### src/design/stir2_pkg.sv
// Shared constants and types for the Stirling number (second kind) block.
`default_nettype none

package stir2_pkg;

   localparam int MAX_N_DEFAULT       = 63;
   localparam int VALUE_WIDTH_DEFAULT = 32;
   localparam int ARG_WIDTH           = 6;

   typedef enum logic [1:0] {
      ST_IDLE,
      ST_RUN,
      ST_HOLD
   } state_type;

endpackage

`default_nettype wire

### src/design/stir2_cell.sv
// One diagonal cell of the Stirling row: holds S(i, i-span+POS) and its overflow mark.
`default_nettype none

module stir2_cell #(
   parameter int VALUE_WIDTH = stir2_pkg::VALUE_WIDTH_DEFAULT,
   parameter int IDX_W       = 6,
   parameter int POS         = 0
) (
   input  wire logic                   clock,
   input  wire logic                   step,
   input  wire logic [IDX_W-1:0]       row,
   input  wire logic [IDX_W-1:0]       span,
   input  wire logic [VALUE_WIDTH-1:0] nb_value,
   input  wire logic                   nb_ovf,
   output logic [VALUE_WIDTH-1:0]      value,
   output logic                        ovf
);

   localparam int PROD_W = VALUE_WIDTH + IDX_W;

   logic [VALUE_WIDTH-1:0] value_ff, value_in;
   logic                   ovf_ff, ovf_in;
   logic [IDX_W:0]         col_sum;
   logic [IDX_W-1:0]       col;
   logic [IDX_W-1:0]       pos_idx;
   logic                   col_zero;
   logic [PROD_W-1:0]      prod;
   logic [VALUE_WIDTH:0]   sum;
   logic                   bad;

   always_comb begin
      pos_idx  = IDX_W'(POS);
      col_sum  = {1'b0, row} + (IDX_W + 1)'(POS);
      col_zero = (col_sum <= {1'b0, span});
      col      = IDX_W'(col_sum - {1'b0, span});
      prod     = PROD_W'(nb_value) * PROD_W'(col);
      sum      = {1'b0, value_ff} + {1'b0, prod[VALUE_WIDTH-1:0]};
      bad      = ovf_ff | nb_ovf | (|prod[PROD_W-1:VALUE_WIDTH]) | sum[VALUE_WIDTH];
      if (pos_idx > span) begin
         value_in = '0;
         ovf_in   = 1'b0;
      end else if (pos_idx == span) begin
         value_in = VALUE_WIDTH'(1);
         ovf_in   = 1'b0;
      end else if (col_zero) begin
         value_in = '0;
         ovf_in   = 1'b0;
      end else begin
         value_in = bad ? '0 : sum[VALUE_WIDTH-1:0];
         ovf_in   = bad;
      end
   end

   always_ff @(posedge clock) begin
      if (step) begin
         value_ff <= value_in;
         ovf_ff   <= ovf_in;
      end
   end

   assign value = value_ff;
   assign ovf   = ovf_ff;

endmodule

`default_nettype wire

### config.mk
export PLATFORM = sky130hd
export DESIGN_NAME = stir2_cell
export DESIGN_NICKNAME = d
export VERILOG_FILES = /design/src/design/stir2_pkg.sv /design/src/design/stir2_cell.sv
export SDC_FILE = /design/constraint.sdc
export NUM_CORES = 1
export LEC_CHECK = 0
export BUFFER_PORTS_ARGS = -buffer_cell sky130_fd_sc_hd__buf_2
export CAP_MARGIN = 20
export CORE_MARGIN = 3
export CORE_UTILIZATION = 50
export DETAILED_ROUTE_END_ITERATION = 6
export PLACE_DENSITY_LB_ADDON = 0.08
export SLEW_MARGIN = 20
export SYNTH_ARGS = -nofsm -noshare
export SYNTH_HDL_FRONTEND = slang
export SYNTH_SLANG_ARGS = --single-unit
### constraint.sdc
create_clock -name clock -period 11.8 [get_ports clock]
set_clock_uncertainty 0.05 [all_clocks]
set_input_delay 1.77 -clock clock [delete_from_list [all_inputs] [get_ports clock]]
set_output_delay 1.77 -clock clock [all_outputs]
set_load 0.05 [all_outputs]
# After elaboration in Yosys (flattened, before gate mapping)
# Cells that the tools add are included.
[totals]
register_bits = 33
output_inout_bits = 33
[op_classes]
n_addsub = 2
mul = 1
magnitude_cmp = 2
mux = 3
bitwise_logic = 3
n_reduce_logical = 4
[op_table]
columns = ["op", "count"]
rows = [
  ["multiplier 32 x 6 -> 38 bit", 1],
  ["adder 32 x 32 -> 33 bit", 1],
  ["greater-than comparator 1 x 6 -> 1 bit, first input constant", 1],
  ["<= comparator 6 bit", 1],
  ["logical NOT 6 bit", 1],
  ["OR reduction 6 bit", 1],
  ["subtractor 6 bit", 1],
  ["OR reduction 4 bit", 1],
  ["two-way mux 1 bit", 3],
  ["OR 1 bit", 3],
  ["OR reduction 3 bit", 1],
]

# Logic depth before layout (Yosys ltp)
[logic_depth]
ltp_word = 8
depth_mapped = 37

# Worst setup path before layout
# OpenSTA, ideal clock, no wires.
[synth_path]
path_kind = "input to register"
start = "input span[1]"
end = "register value_ff[29], in the netlist value[29], data pin"
arrival_ns = 8.819
slack_ns = 2.677
path_stages = 35
path_buffers = 2
path_cell_list = "inv_1 > ha_1 > a21o_1 > a21oi_1 > o21bai_1 > a21oi_1 > xnor2_1 > clkbuf_1 > nand2_1 > fa_1 > fa_1 > fa_1 > inv_1 > ha_1 > nand2b_1 > a21oi_1 > o21a_1 > a21boi_0 > o21ai_0 > a21o_1 > a21oi_1 > o21ai_0 > xnor2_1 > ha_1 > clkbuf_2 > and4_1 > and2_1 > nand2_1 > o311a_1 > a31o_2 > o31ai_1 > a221o_1 > a21oi_1 > xnor2_1 > and2_1"
[synth_between]
elab_chain_len = 6
word_cells_on_any_way = 10
classes_between = "add/sub (2); mul (1); order compare (2); bitwise (2); reduce/logical (3)"
[synth_rtl]
columns = ["item", "line_no", "rtl"]
rows = [
  ["start: declaration", "stir2_cell.sv:12", "input wire logic [IDX_W-1:0] span,"],
  ["branches (longest 6 deep; another with multiplier 32 x 6 -> 38 bit)", "-", ""],
  ["end signal: assignment", "stir2_cell.sv:56", "value_ff <= value_in;"],
  ["end: declaration", "stir2_cell.sv:21", "logic [VALUE_WIDTH-1:0] value_ff, value_in;"],
]
# Several ways; the timed one is not identified.
# A chain may end at the register's enable or synchronous reset.

# Worst setup path in the final report
# Ends and elaborated chain as after synthesis.

==> results.env <==
REPORT.FINAL.SLEW_VIOL_COUNT=0
CTS_REPAIR_RESIZE_COUNT=0
FINALCRITICALPERIOD_NS=9.79
CLOCK_PIN_SLEW_REPORTED_FOR_THE_WORST_SETUP_AND_HOLD_PATHS_AFTER_CLOCK_TREE_SYNTHESIS_NS=0.06
GRT_ANTENNA_BEFORE_REPAIR=1
CRITPATHMOSTFREQUENTCELL='a21oi_1'
DRT_FIRST_PASS_ITERS=4
MIN_PATH_TYPE='reg2reg'
WORST_HOLD_SLACK_NS=0.763
WORST-PATH-MAX-FANOUT=19
FINAL_NETS=1390
YS_FF_LATCH=33
CLOCKBUFFERDEPTH=2
INITIAL_UTILIZATION=0.521
CRITPATHKIND='in2reg'
ANTENNA-DIODE-COUNT=0
SYNTH_SEQUENTIAL_AREA_RATIO=0.108
MAX_CAP_VIOL_COUNT=0
RUN_STATUS='finished, final reports clean'
SYNTHARSTFLOPSHARE=0
GRT_PASS1_WL_MICRONS=38300
SLEW-LIMIT-HEADROOM=0.323
DESIGN.DIE.AREA_SQ_UM=20100
SYNTHESIS.AREA_SQ_UM=9200
TIMING.CRITICAL_PATH.REQUIRED_NS=11.79
FMAX_MHz=102
RSZ0062_AT_GRT='no'
DRCVIOLATIONCOUNT=0
AVGSYNTHCELLAREA_SQ_UM=8.55
GRT_PASS1_VIAS=7462
NUMBER_OF_FILLER_CELLS_PLACED_IN_THE_LAYOUT=1692
FIN_SETUP_TNS_NS=0
GRT_MET1_USAGE=0.383
WIRE_LENGTH_PER_CELL_AFTER_DETAILED_ROUTING_MICRONS=16.6
CTS_TREE='built'
FP.DIEH_MICRONS=142
TIMING.CRITICAL_PATH.SLOWEST_STAGE_CELL='fa_1'
LAYOUT.AREA.SEQ_SQ_UM=991
CP_DATA_ARRIVAL_TIME_NS=9.78
WORST_SLACK_NS=2.01
LARGEST_DELAY_SHARE_FAMILY_WORST_PATH='compound AO/OA/AOI/OAI gates'
SYNTH-WARNING-COUNT=0
STARTPOINT_CLASS_OF_THE_CRITICAL_PATH='input port'
CTSHTREEMAXLEVEL=2
GLOBAL_ROUTE_MET2_USAGE=0.331
SETUP.WORST_PATH.END_CLASS='flop'
GP_CONGESTION=0.859
TRACK_USAGE=0.233
FINAL_LAYOUT_SIZE_SUFFIX_GT1_FRAC=0.115
CTS_NUM_SINKS=33
MULTIINPUTGATEAREA_SQ_UM=7540
CORE_AREA_SQ_UM=17700
CTS-HOLD-FIX-BUFFERS=0
YOSYS.CELL_TYPES.COUNT=63
CLOCKROOTBUFFER='clkbuf_16'
NUMBER_OF_VIAS_AFTER_DETAILED_ROUTING=7438
POSTROUTEANTENNANETS=0
CLKLATENCYLATEPIN_NS=0.29
GRT.BUSIEST_LAYER='met1'
SYNTH_NETS=1332
CTS_INSERTED_BUFFERS=5
CRITICAL-PATH-MAX-STAGE-DELAY_NS=0.57
WORSTPATHBUFFERINVERTERCOUNT=4
AREA_GROWTH_SYN_TO_LAYOUT_PCT=8.15
GLOBALROUTE.TOTALOVERFLOW=0
PLACE_HPWL_MICRONS=18600
NUMBER_OF_CELL_ROWS=48
DRT_ITER0_MARKERS=349
SYNTH-EDFF-COUNT=33
CTS_SETUP_BUFFERS=0
SYN-INSTANCE-COUNT=1076
SETUP_VIOLATIONS=0
POSTROUTEWIRELENGTH_MICRONS=22500
HOLD_VIOL=0
SYNTH_FF_TYPE='edfxtp_1'
AVGVIACOUNTPERCELL=5.47
NUM_IO_PINS=80
DIE_X_MICRONS=142
POST-ROUTE-PERIOD-UTIL=0.829
GRT_MAX_DEGREE=34
PLACE.PORT_BUFFERS=79
PRECTSSETUPSLACK_NS=1.81
GRT_USE_MET3=0.0270
TIMING_WORST_SLEW_PIN_VALUE_NS=1.01
cells in the mapped netlist, drive strengths merged, types with 13 or more instances:
library cell  number  area (sq um)
ha                86          1080
inv              145           544
fa               123          2460
and2             117           780
a21o              26           195
o21ai             50           273
nand2            115           432
edfxtp            33           991
nand3             14          70.1
nor2              43           161
a21oi             77           385
xor2              16           148
clkbuf            27           103
nand2b            32           200
xnor2             41           359
nor3              13          65.1
sequential cells by signal (all words and copies together) (netlist names):
signal,cells
ovf,1
value,32
through the flow:
stage / instances / area (sq um) / util
3_5_place_dp: 1352 / 9800 / 0.555
2_1_floorplan: 1076 / 9200 / -
4_1_cts: 1360 / 9940 / 0.563
5_1_grt: 1360 / 9940 / 0.563
6_report: 1360 / 9940 / 0.563
3_3_place_gp: 1352 / 9800 / 0.555
tightest hold or removal path: stages, from the launching register on:
cell and delay (ns):
edfxtp_1 0.39, fa_1 0.19, and2_4 0.13
routing by layer:
layer  share of wire  wire, microns  up-vias
met5         0.00062             14        -
met4           0.014            323        2
li1                -              -     3665
met2            0.41           9330      185
met3           0.048           1090       21
met1            0.52          11800     3565
worst paths after layout:
path                to      from  depth (start not counted)  slack, ns
max          value[29]   span[1]                         35       2.01
min           value[1]  value[1]                          2       0.76
max reg2reg  value[30]  value[0]                         13       8.34
min reg2reg   value[1]  value[1]                          2       0.76
cell families after synthesis:
group	after synthesis	share of synthesized area
simple gates	379	0.223
compound gates	218	0.152
fa+ha+maj	209	0.385
buf+inv	179	0.0762
xor+xnor	57	0.0551
flops	33	0.108
mux	1	0.00109
area by class of cell:
cell class                 instances  share of cell area
inverter                         145              0.0547
sequential                        33              0.0996
clock buffer                       5              0.0126
tap                              225              0.0283
multi-input combinational        864               0.759
timing repair buffer              85              0.0443
clock inverter                     3             0.00176
cell usage in the layout, fill, tap and decap left out, types with 26 or more instances in the layout:
cell type    n
fa_1       123
xnor2_1     38
ha_1        86
nor2_1      43
a21o_1      26
buf_2       79
nand2_1    115
a21oi_1     77
inv_1      145
nand2b_1    32
and2_1      98
edfxtp_1    33
o21ai_0     36
Power is left out: the tool's default activity adds up to more than one toggle a clock period on the data nets, which glitch-free logic cannot reach.
